==> src/rtl/core/bsx_pkg.sv <==
// shared types, constants and helpers for the bit-banged serial exchanger
package bsx_pkg;

  localparam int STORE_DEPTH = 64;
  localparam int ADDR_W      = $clog2(STORE_DEPTH);
  localparam int COUNT_W     = 6;
  localparam int QDEPTH      = 2;
  localparam int QPTR_W      = $clog2(QDEPTH);
  localparam int STEP_W      = 5;

  localparam logic [COUNT_W-1:0] STORE_LIMIT = COUNT_W'(STORE_DEPTH - 1);
  localparam logic [STEP_W-1:0]  STEP_TERM   = STEP_W'(16);
  localparam logic [STEP_W-1:0]  STEP_LAST   = STEP_W'(19);

  localparam logic [7:0] CLOCK_BIT = 8'h80;
  localparam logic [7:0] TERM_A    = 8'h0F;
  localparam logic [7:0] TERM_B    = 8'h8F;
  localparam logic [7:0] TERM_C    = 8'h00;

  typedef enum logic {
    OP_XCHG  = 1'b0,
    OP_DRAIN = 1'b1
  } op_t;

  typedef enum logic {
    KIND_PORT = 1'b0,
    KIND_DATA = 1'b1
  } kind_t;

  typedef enum logic [1:0] {
    ST_IDLE,
    ST_XCHG,
    ST_DRAIN
  } state_t;

  typedef struct packed {
    op_t        op;
    logic [7:0] tx_byte;
    logic [7:0] rx_byte;
    logic       keep;
  } cmd_t;

  // terminate pattern after the eight data bits
  function automatic logic [7:0] term_word(input logic [1:0] sel);
    logic [7:0] w;
    case (sel)
      2'd0:    w = TERM_A;
      2'd1:    w = TERM_B;
      2'd2:    w = TERM_A;
      default: w = TERM_C;
    endcase
    return w;
  endfunction

endpackage

==> src/rtl/core/bsx_ram.sv <==
// generic single-port-write ram with registered read
module bsx_ram #(
  parameter int WIDTH = 8,
  parameter int DEPTH = 64
) (
  input  logic                     clk,
  input  logic                     we,
  input  logic [$clog2(DEPTH)-1:0] waddr,
  input  logic [WIDTH-1:0]         wdata,
  input  logic [$clog2(DEPTH)-1:0] raddr,
  output logic [WIDTH-1:0]         rdata
);

  logic [WIDTH-1:0] mem [DEPTH];

  always_ff @(posedge clk) begin
    if (we) begin
      mem[waddr] <= wdata;
    end
    rdata <= mem[raddr];
  end

endmodule

==> src/rtl/core/bsx_front.sv <==
// command intake: classifies items and queues them for the back end
module bsx_front (
  input  logic               clk,
  input  logic               rst,
  input  logic               start,
  output logic               busy,
  input  logic               op,
  input  logic [7:0]         tx_byte,
  input  logic [7:0]         rx_bits,
  input  logic               rx_valid,
  input  logic               cfg_wr_en,
  input  logic               cfg_wr_data,
  output logic               q_valid,
  output bsx_pkg::cmd_t      q_head,
  input  logic               q_pop
);

  logic                      allow_zeros;
  bsx_pkg::cmd_t             entries [bsx_pkg::QDEPTH];
  logic [bsx_pkg::QPTR_W-1:0] wr_ptr;
  logic [bsx_pkg::QPTR_W-1:0] rd_ptr;
  logic [bsx_pkg::QPTR_W:0]   fill;
  logic                      push;
  bsx_pkg::cmd_t             cmd;

  assign busy    = (fill == (bsx_pkg::QPTR_W + 1)'(bsx_pkg::QDEPTH));
  assign push    = start && !busy;
  assign q_valid = (fill != '0);
  assign q_head  = entries[rd_ptr];

  always_comb begin
    cmd.op      = bsx_pkg::op_t'(op);
    cmd.tx_byte = tx_byte;
    cmd.rx_byte = rx_bits;
    // receive byte goes to the store only if sampled valid and not a filtered zero
    cmd.keep    = (bsx_pkg::op_t'(op) == bsx_pkg::OP_XCHG) && rx_valid &&
                  ((rx_bits != 8'd0) || allow_zeros);
  end

  always_ff @(posedge clk) begin
    if (rst) begin
      allow_zeros <= 1'b0;
    end else if (cfg_wr_en) begin
      allow_zeros <= cfg_wr_data;
    end
  end

  always_ff @(posedge clk) begin
    if (push) begin
      entries[wr_ptr] <= cmd;
    end
  end

  always_ff @(posedge clk) begin
    if (rst) begin
      wr_ptr <= '0;
      rd_ptr <= '0;
      fill   <= '0;
    end else begin
      if (push) begin
        wr_ptr <= wr_ptr + 1'b1;
      end
      if (q_pop) begin
        rd_ptr <= rd_ptr + 1'b1;
      end
      case ({push, q_pop})
        2'b10:   fill <= fill + 1'b1;
        2'b01:   fill <= fill - 1'b1;
        default: fill <= fill;
      endcase
    end
  end

endmodule

==> src/rtl/core/bsx_back.sv <==
// execution engine: port word sequencer, receive store and drain walker
module bsx_back (
  input  logic                         clk,
  input  logic                         rst,
  input  logic                         q_valid,
  input  bsx_pkg::cmd_t                q_head,
  output logic                         q_pop,
  output logic                         strobe,
  output logic                         kind,
  output logic [7:0]                   port_word,
  output logic [7:0]                   data_byte,
  output logic [bsx_pkg::COUNT_W-1:0]  byte_count,
  output logic                         last
);

  bsx_pkg::state_t               state, state_next;
  logic [bsx_pkg::STEP_W-1:0]    step, step_next;
  logic [7:0]                    tx, tx_next;
  logic [bsx_pkg::COUNT_W-1:0]   count, count_next;
  logic [bsx_pkg::COUNT_W-1:0]   n, n_next;
  logic [bsx_pkg::COUNT_W-1:0]   idx, idx_next;
  logic                          pend, pend_next;
  logic                          pend_last, pend_last_next;

  logic                          strobe_next;
  bsx_pkg::kind_t                kind_r, kind_next;
  logic [7:0]                    port_word_next;
  logic [7:0]                    data_byte_next;
  logic [bsx_pkg::COUNT_W-1:0]   byte_count_next;
  logic                          last_next;

  logic                          ram_we;
  logic [7:0]                    ram_rdata;
  logic [7:0]                    xchg_word;

  bsx_ram #(
    .WIDTH (8),
    .DEPTH (bsx_pkg::STORE_DEPTH)
  ) u_store (
    .clk   (clk),
    .we    (ram_we),
    .waddr (count[bsx_pkg::ADDR_W-1:0]),
    .wdata (q_head.rx_byte),
    .raddr (idx[bsx_pkg::ADDR_W-1:0]),
    .rdata (ram_rdata)
  );

  // data bits msb first, clock low then high, then the terminate pattern
  always_comb begin
    if (step < bsx_pkg::STEP_TERM) begin
      xchg_word = {step[0], 6'd0, tx[~step[3:1]]};
    end else begin
      xchg_word = bsx_pkg::term_word(step[1:0]);
    end
  end

  always_comb begin
    state_next      = state;
    step_next       = step;
    tx_next         = tx;
    count_next      = count;
    n_next          = n;
    idx_next        = idx;
    pend_next       = 1'b0;
    pend_last_next  = pend_last;
    strobe_next     = 1'b0;
    kind_next       = kind_r;
    port_word_next  = port_word;
    data_byte_next  = data_byte;
    byte_count_next = byte_count;
    last_next       = last;
    q_pop           = 1'b0;
    ram_we          = 1'b0;

    // read issued last cycle comes back now
    if (pend) begin
      strobe_next     = 1'b1;
      kind_next       = bsx_pkg::KIND_DATA;
      port_word_next  = 8'd0;
      data_byte_next  = ram_rdata;
      byte_count_next = n;
      last_next       = pend_last;
    end

    case (state)
      bsx_pkg::ST_IDLE: begin
        if (q_valid && !pend) begin
          q_pop = 1'b1;
          if (q_head.op == bsx_pkg::OP_XCHG) begin
            tx_next    = q_head.tx_byte;
            step_next  = '0;
            state_next = bsx_pkg::ST_XCHG;
            if (q_head.keep && (count < bsx_pkg::STORE_LIMIT)) begin
              ram_we     = 1'b1;
              count_next = count + 1'b1;
            end
          end else if (count == '0) begin
            strobe_next     = 1'b1;
            kind_next       = bsx_pkg::KIND_DATA;
            port_word_next  = 8'd0;
            data_byte_next  = 8'd0;
            byte_count_next = '0;
            last_next       = 1'b1;
          end else begin
            n_next     = count;
            idx_next   = '0;
            count_next = '0;
            state_next = bsx_pkg::ST_DRAIN;
          end
        end
      end
      bsx_pkg::ST_XCHG: begin
        strobe_next     = 1'b1;
        kind_next       = bsx_pkg::KIND_PORT;
        port_word_next  = xchg_word;
        data_byte_next  = 8'd0;
        byte_count_next = '0;
        last_next       = (step == bsx_pkg::STEP_LAST);
        step_next       = step + 1'b1;
        if (step == bsx_pkg::STEP_LAST) begin
          state_next = bsx_pkg::ST_IDLE;
        end
      end
      bsx_pkg::ST_DRAIN: begin
        pend_next      = 1'b1;
        pend_last_next = ((idx + 1'b1) == n);
        idx_next       = idx + 1'b1;
        if ((idx + 1'b1) == n) begin
          state_next = bsx_pkg::ST_IDLE;
        end
      end
      default: begin
        state_next = bsx_pkg::ST_IDLE;
      end
    endcase
  end

  always_ff @(posedge clk) begin
    if (rst) begin
      state  <= bsx_pkg::ST_IDLE;
      count  <= '0;
      pend   <= 1'b0;
      strobe <= 1'b0;
    end else begin
      state  <= state_next;
      count  <= count_next;
      pend   <= pend_next;
      strobe <= strobe_next;
    end
  end

  always_ff @(posedge clk) begin
    step       <= step_next;
    tx         <= tx_next;
    n          <= n_next;
    idx        <= idx_next;
    pend_last  <= pend_last_next;
    kind_r     <= kind_next;
    port_word  <= port_word_next;
    data_byte  <= data_byte_next;
    byte_count <= byte_count_next;
    last       <= last_next;
  end

  assign kind = kind_r;

endmodule

==> src/rtl/core/bitbang_serial_exchange_with_rx_buffer.sv <==
// top level: serial exchanger with receive store, front intake and back engine
// exchange: command goes through queue, state and port word registers, 20 words
//   back to back, one beat per cycle
// drain of n stored bytes: state, RAM read, pend registered; n beats back to back
//   (store read port gives one byte a cycle); empty drain gives one beat
// busy rises when the two-entry command queue is full; results cannot be stalled
// synchronous reset clears the queue, the byte count and the config register
module bitbang_serial_exchange_with_rx_buffer (
  input  logic                         clk,
  input  logic                         rst,
  input  logic                         start,
  output logic                         busy,
  input  logic                         op,
  input  logic [7:0]                   tx_byte,
  input  logic [7:0]                   rx_bits,
  input  logic                         rx_valid,
  input  logic                         cfg_wr_en,
  input  logic                         cfg_wr_data,
  output logic                         strobe,
  output logic                         kind,
  output logic [7:0]                   port_word,
  output logic [7:0]                   data_byte,
  output logic [bsx_pkg::COUNT_W-1:0]  byte_count,
  output logic                         last
);

  logic          q_valid;
  logic          q_pop;
  bsx_pkg::cmd_t q_head;

  bsx_front u_front (
    .clk         (clk),
    .rst         (rst),
    .start       (start),
    .busy        (busy),
    .op          (op),
    .tx_byte     (tx_byte),
    .rx_bits     (rx_bits),
    .rx_valid    (rx_valid),
    .cfg_wr_en   (cfg_wr_en),
    .cfg_wr_data (cfg_wr_data),
    .q_valid     (q_valid),
    .q_head      (q_head),
    .q_pop       (q_pop)
  );

  bsx_back u_back (
    .clk        (clk),
    .rst        (rst),
    .q_valid    (q_valid),
    .q_head     (q_head),
    .q_pop      (q_pop),
    .strobe     (strobe),
    .kind       (kind),
    .port_word  (port_word),
    .data_byte  (data_byte),
    .byte_count (byte_count),
    .last       (last)
  );

  // an exchange run has no gaps
  a_port_run: assert property (@(posedge clk) disable iff (rst)
    strobe && (kind == bsx_pkg::KIND_PORT) && !last
      |=> strobe && (kind == bsx_pkg::KIND_PORT))
    else $error("gap in exchange run");

  // a drain run has no gaps
  a_drain_run: assert property (@(posedge clk) disable iff (rst)
    strobe && (kind == bsx_pkg::KIND_DATA) && !last
      |=> strobe && (kind == bsx_pkg::KIND_DATA))
    else $error("gap in drain run");

  // an empty drain is a single zero beat
  a_empty_drain: assert property (@(posedge clk) disable iff (rst)
    strobe && (kind == bsx_pkg::KIND_DATA) && (byte_count == '0)
      |-> last && (data_byte == 8'd0))
    else $error("bad empty drain beat");

endmodule

==> config.mk <==
export PLATFORM = sky130hd
export DESIGN_NAME = bitbang_serial_exchange_with_rx_buffer
export DESIGN_NICKNAME = d
export VERILOG_FILES = /design/src/rtl/core/bsx_pkg.sv /design/src/rtl/core/bsx_ram.sv /design/src/rtl/core/bsx_front.sv /design/src/rtl/core/bsx_back.sv /design/src/rtl/core/bitbang_serial_exchange_with_rx_buffer.sv
export SDC_FILE = /design/constraint.sdc
export NUM_CORES = 1
export LEC_CHECK = 0
export BUFFER_PORTS_ARGS = -buffer_cell sky130_fd_sc_hd__buf_2
export CORE_ASPECT_RATIO = 2
export CORE_UTILIZATION = 50
export DETAILED_ROUTE_END_ITERATION = 10
export HOLD_SLACK_MARGIN = 0.08
export PLACE_DENSITY = 0.71
export SYNTH_ARGS = -nofsm -noshare
export SYNTH_HDL_FRONTEND = slang
export SYNTH_SLANG_ARGS = --single-unit
==> constraint.sdc <==
create_clock -name clk -period 5.9 [get_ports clk]
set_input_delay 0.59 -clock clk [delete_from_list [all_inputs] [get_ports clk]]
set_output_delay 0.59 -clock clk [all_outputs]
set_load 0.01 [all_outputs]
Yosys cells after proc, flatten, opt, wreduce, memory -nomap -nowiden
Memory sizes are Yosys's and may differ from the RTL's. A register that Yosys moved wholly into a read port is not among the register bits.
Cells that the tools add are included.
- bits in read-only memories: 0
- bits in latches: 0
- bits in writable memories: 548
- bits in registers: 65
- input port bits: 23
- memories: 2
- memory list (name ; words ; width ; read ports ; clocked after Yosys merged registers in ; write ports ; line ; RTL):
    u_back.u_store.mem ; 64 ; 8 ; 1 ; 1 ; 1 ; bsx_ram.sv:14 ; logic [WIDTH-1:0] mem [DEPTH];
    u_front.entries ; 2 ; 18 ; 1 ; 1 ; 1 ; bsx_front.sv:19 ; bsx_pkg::cmd_t entries [bsx_pkg::QDEPTH];
- magnitude comparators: 3
- divide/modulo/power cells: 0
- reductions and logical operators: 24
- equal/unequal tests: 17
- multiplexer cells: 63
- $mul: 0
- shift-type cells: 0
- $add $sub $neg: 7
- bitwise gates (word level): 4
- operators with widths (operator ; number):
    two-way mux 8 bit ; 9
    two-way mux 6 bit ; 9
    case mux 8 bit (2 select lines) ; 3
    two-way mux 1 bit ; 26
    case mux 6 bit (2 select lines) ; 2
    AND reduction 4 bit ; 4
    adder 6 x 1 -> 6 bit, second input constant ; 2
    two-way mux 2 bit ; 5
    two-way mux 5 bit ; 2
    case mux 5 bit (2 select lines) ; 1
    nonzero test 2 bit ; 5
    equality test 2 bit, second input constant ; 4
    inequality test 2 x 1 -> 1 bit, second input constant ; 4
    nonzero test 8 bit ; 1
    equality test 2 x 1 -> 1 bit, second input constant ; 3
    equality test 6 bit ; 1
    zero test 6 bit ; 1
    less-than comparator 6 bit, second input constant ; 1
    inequality test 2 bit, second input constant ; 3
    case mux 1 bit (2 select lines) ; 3
    case mux 2 bit (3 select lines) ; 1
    AND reduction 3 bit ; 2
    adder 5 x 1 -> 5 bit, second input constant ; 1
    equality test 5 bit, second input constant ; 1
    15 further kinds ; 24

Depth between registers and ports, before layout
- depth after elaboration: 8
- depth in mapped cells: 9
- depth with buffers taken out: 7

Cells and area by module
From an unflattened synthesis, not the netlist that was laid out.
- cells, all modules: 1242
- area, all modules: 24290.8 µm²
- modules (own cells, without submodules) (module ; times used ; cells an instance ; seq. area each (µm²) ; area each (µm²)):
    bsx_ram ; 1 ; 940 ; 15534.9 ; 20166.8
    bsx_back ; 1 ; 213 ; 1461.4 ; 2549.9
    bsx_front ; 1 ; 89 ; 1201.2 ; 1574.0

Worst setup path after synthesis
Ideal clock, no wire load.
- path kind: register to register
- start: register with a tool-made name
- end: memory u_back.u_store.mem[14][0] (enable)
- cell stages (with the launch flop): 7
- period minus slack after synthesis: 2.341 ns
- arrival time: 1.971 ns
- setup slack: 3.559 ns
- path through: dfxtp_1 > buf_4 > mux2i_4 > nand3_1 > nor3_1 > nand3_1 > nor2_1
- RTL lines (item ; line):
    end: declaration ; bsx_ram.sv:14

Worst setup path after layout
- start: register u_back.count[3] (netlist name)
- end: memory u_back.u_store.mem[62][0] (enable)
- longest elaborated chain between the ends: 8
- ends and longest elaborated chain (item ; line ; RTL):
    start: declaration ; bsx_back.sv:19 ; logic [bsx_pkg::COUNT_W-1:0] count, count_next;
    start signal: assignment ; bsx_back.sv:146 ; count <= count_next;
    less-than comparator 6 bit ; bsx_back.sv:93 ; if (q_head.keep && (count < bsx_pkg::STORE_LIMIT)) begin
    logical AND 1 bit ; bsx_back.sv:93 ;
    two-way mux 1 bit ; bsx_back.sv:93 ;
    two-way mux 1 bit ; bsx_back.sv:89 ; if (q_head.op == bsx_pkg::OP_XCHG) begin
    two-way mux 1 bit ; bsx_back.sv:87 ; if (q_valid && !pend) begin
    two-way mux 1 bit ; bsx_back.sv:85 ; case (state)
    two-way mux 1 bit ; bsx_ram.sv:17 ; if (we) begin
    two-way mux 1 bit (not written as such) ; bsx_ram.sv:18 ; mem[waddr] <= wdata;
Parallel ways exist; a longest one is shown, timed or not.

==> flow_summary.toml <==
[power_and_ir_drop]
leakage_nw = 8.507
p_seq_share_pct = 54.5
p_sw_w = 0.002428
pwr-share-clk_pct = 33.4
internal_power_w = 0.007426
p_per_area_nw_per_um2 = 370.1
worst_ir_drop_vdd_v = 0.0004495
netSwitchingFraction_pct = 24.64
combPwrFrac_pct = 12.1

[placed_design]
dp_hpwl_microns = 35310
routabilityCongestion = 0.8556
port-buffer-count = 48

[cells_and_area]
nNetsFinal = 1323
n_antenna_cell = 0
syn2layout_area_growth_pct = 10.18
post_route_cells_drive_above_1_share_pct = 23.56

[critical_path]
startpoint_type = "register"
crit_required_ns = 6.12
setup.worst_path.end_class = "register"
path_max_fanout = 11
crit_arrival_ns = 3.69
path_class = "register to register"

[cts]
cts_resized = 0
cts_tree = "done"
clock_path_buffers = 3
path_clk_slew_ns = 0.07
numCtsBuffers = 48
clock_latency_ns = 0.59
ctsHoldBuffers = 0
h-tree-depth = 2
cts-root-buf = "clkbuf_16"
clock_sinks = 622
cts_setup_buffers = 0

[sta]
whs_ns = 0.1904
fin_setup_tns_ns = 0
hold_viol = 0
max_freq_ghz = 0.2882
finalClockSkew_ns = 0.01504
tightest_slew_ns = 0.9536
fin_crit_sh_pct = 58.81
slew_viol_final = 0
setup_violations = 0
rsz0062_at_grt = "false"
slew_headroom_pct = 36.43
min_period_ns = 3.470

[run]
max_cap_viol_count = 0

[die]
initial_core_util_pct = 50.71
die_w_microns = 157.4
chipHeight_microns = 312.9
core_sq_um = 47650
fp-row-count = 113
die-area_sq_um = 49260
io_pins = 49

[logic_synthesis]
synth.top_cell.area_share_pct = 71.33
synth-compound-area-share_pct = 2.760
syn_area_sq_um = 24160
synthTopCellsByArea = "edfxtp_1, mux4_2, dfxtp_1, mux2_2, nor2_1"
avgSynthCellArea_sq_um = 19.38
synth_cells = 1247
synthSimpleGateAreaFrac_pct = 4.298
ys_seq_area_share_pct = 75.31
synth_fa_ha_area_share_pct = 0.3625
synth_edf_count = 574
ys_ff_latch = 622
synth.area.mux_share_pct = 15.02
ys.warnings.count = 0
synth_top_cell_by_area = "edfxtp_1"
synth_flop_cell = "edfxtp_1"
synthArstFlopShare_pct = 0
synth_top_family_by_area = "multiplexers"
syn_nets = 1277
synthXorXnorAreaFrac_pct = 0.8181
synth_cell_types = 55

[grt]
grt_max_degree = 74
track_usage_pct = 22.94
antenna_found_initial = 0
grt_pass1_vias = 12380
grt_pass1_wl_microns = 79770
overflow = 0

[detailed_routing]
ant_nets = 0
viasPerCell = 5.994
drtPass1Iterations = 5
routed_wl_microns = 54190
wl_per_cell_microns = 27.58
initialDrtViolationCount = 1190
vias = 11780
drc = 0

[min_path]
hp-class = "input pin to register"

[outcome]
outcome = "complete, no violations"
[stage by stage]
step,instances,area [sq um],total power [W],setup slack (ns),util (%)
5_1_grt,1965,26620,0.01014,2.162,55.87
3_3_place_gp,1875,25030,0.006653,2.542,52.54
4_1_cts,1965,26620,0.009921,2.451,55.87
3_5_place_dp,1875,25030,0.006683,2.463,52.54
6_report,1965,26620,0.009854,2.430,55.87
2_1_floorplan,1247,24160,0.006146,3.559,-
[logic make-up after synthesis]
group,count (synthesis)
multiplexers,199
XOR/XNOR,21
AND/OR/NAND/NOR,228
flip-flops,622
buffers and inverters,73
AO/OA/AOI/OAI,97
adder cells (fa/ha/maj),7
[final cells by class]
class | count | area, sq um
clock buffers | 62 | 1315
clock inverters | 28 | 275.3
fillers | 3504 | 21030
inverters | 11 | 41.29
multi-input cells | 552 | 5649
flip-flops and latches | 622 | 18200
well taps | 632 | 790.8
repair buffers | 58 | 352.8
[cells in the final DEF, fill, tap and decap left out, types with 23 or more instances in the layout]
cell type  count
nand2_1       33
edfxtp_1     574
o22ai_1       23
clkbuf_16     49
mux2_2        40
dfxtp_1       48
nor2_1       125
mux2i_1       25
buf_2         48
mux4_2       125
[registers in the layout, indices dropped and copies added, names as in the netlist, 8 cells and up, named ones only]
name,count
u_back.u_store.rdata,8
u_back.u_store.mem,512
u_back.tx,8
u_front.entries,36
u_back.data_byte,8
u_back.port_word,8
[final timing paths]
path	cells past startpoint	from	endpoint	slack, ns
max reg2reg	5	u_back.count[3]	u_back.u_store.mem[62][0]	2.43
min	1	tx_byte[3]	u_front.entries[1][12]	0.19
max	5	u_back.count[3]	u_back.u_store.mem[62][0]	2.43
min reg2reg	1	u_back.port_word[1]	u_back.port_word[1]	0.46
[metal layers]
metal	track usage, %	vias up	wire length, microns
li1	-	5091	-
met3	2.890	155	2754
met5	0	-	0
met4	13.79	0	3463
met2	42.31	492	30180
met1	24.58	6040	17800
[worst max-delay path, stage by stage, from the launching register on]
cell and delay (ns):
dfxtp_1 0.41, nand3_1 0.42, o21ai_0 0.23, nor3_1 0.48, nand3_1 0.75, nor2_1 0.80
[power groups by stage]
stage	logic (W)	registers, W	clock network [W]
2_1_floorplan	0.000711	0.00543	0
3_3_place_gp	0.00119	0.00546	0
3_5_place_dp	0.00122	0.00547	0
4_1_cts	0.00122	0.00537	0.00333
5_1_grt	0.00128	0.00538	0.00348
6_report	0.00119	0.00537	0.00329
[synthesized netlist by cell type, drive strengths merged, types with 7 or more instances]
cell    number
a211o        7
edfxtp     574
inv         11
o21ai       17
mux4       125
nand3       17
ha           7
mux2i       26
nor2       125
mux2        48
nand4b       7
a21oi        9
nand2       33
xnor2       10
xor2        10
buf         39
dfxtp       48
o22ai       23
a32oi        7
clkbuf      23
a22oi       14
nand2b      12
No activity file was read; power rests on OpenSTA's default activity.
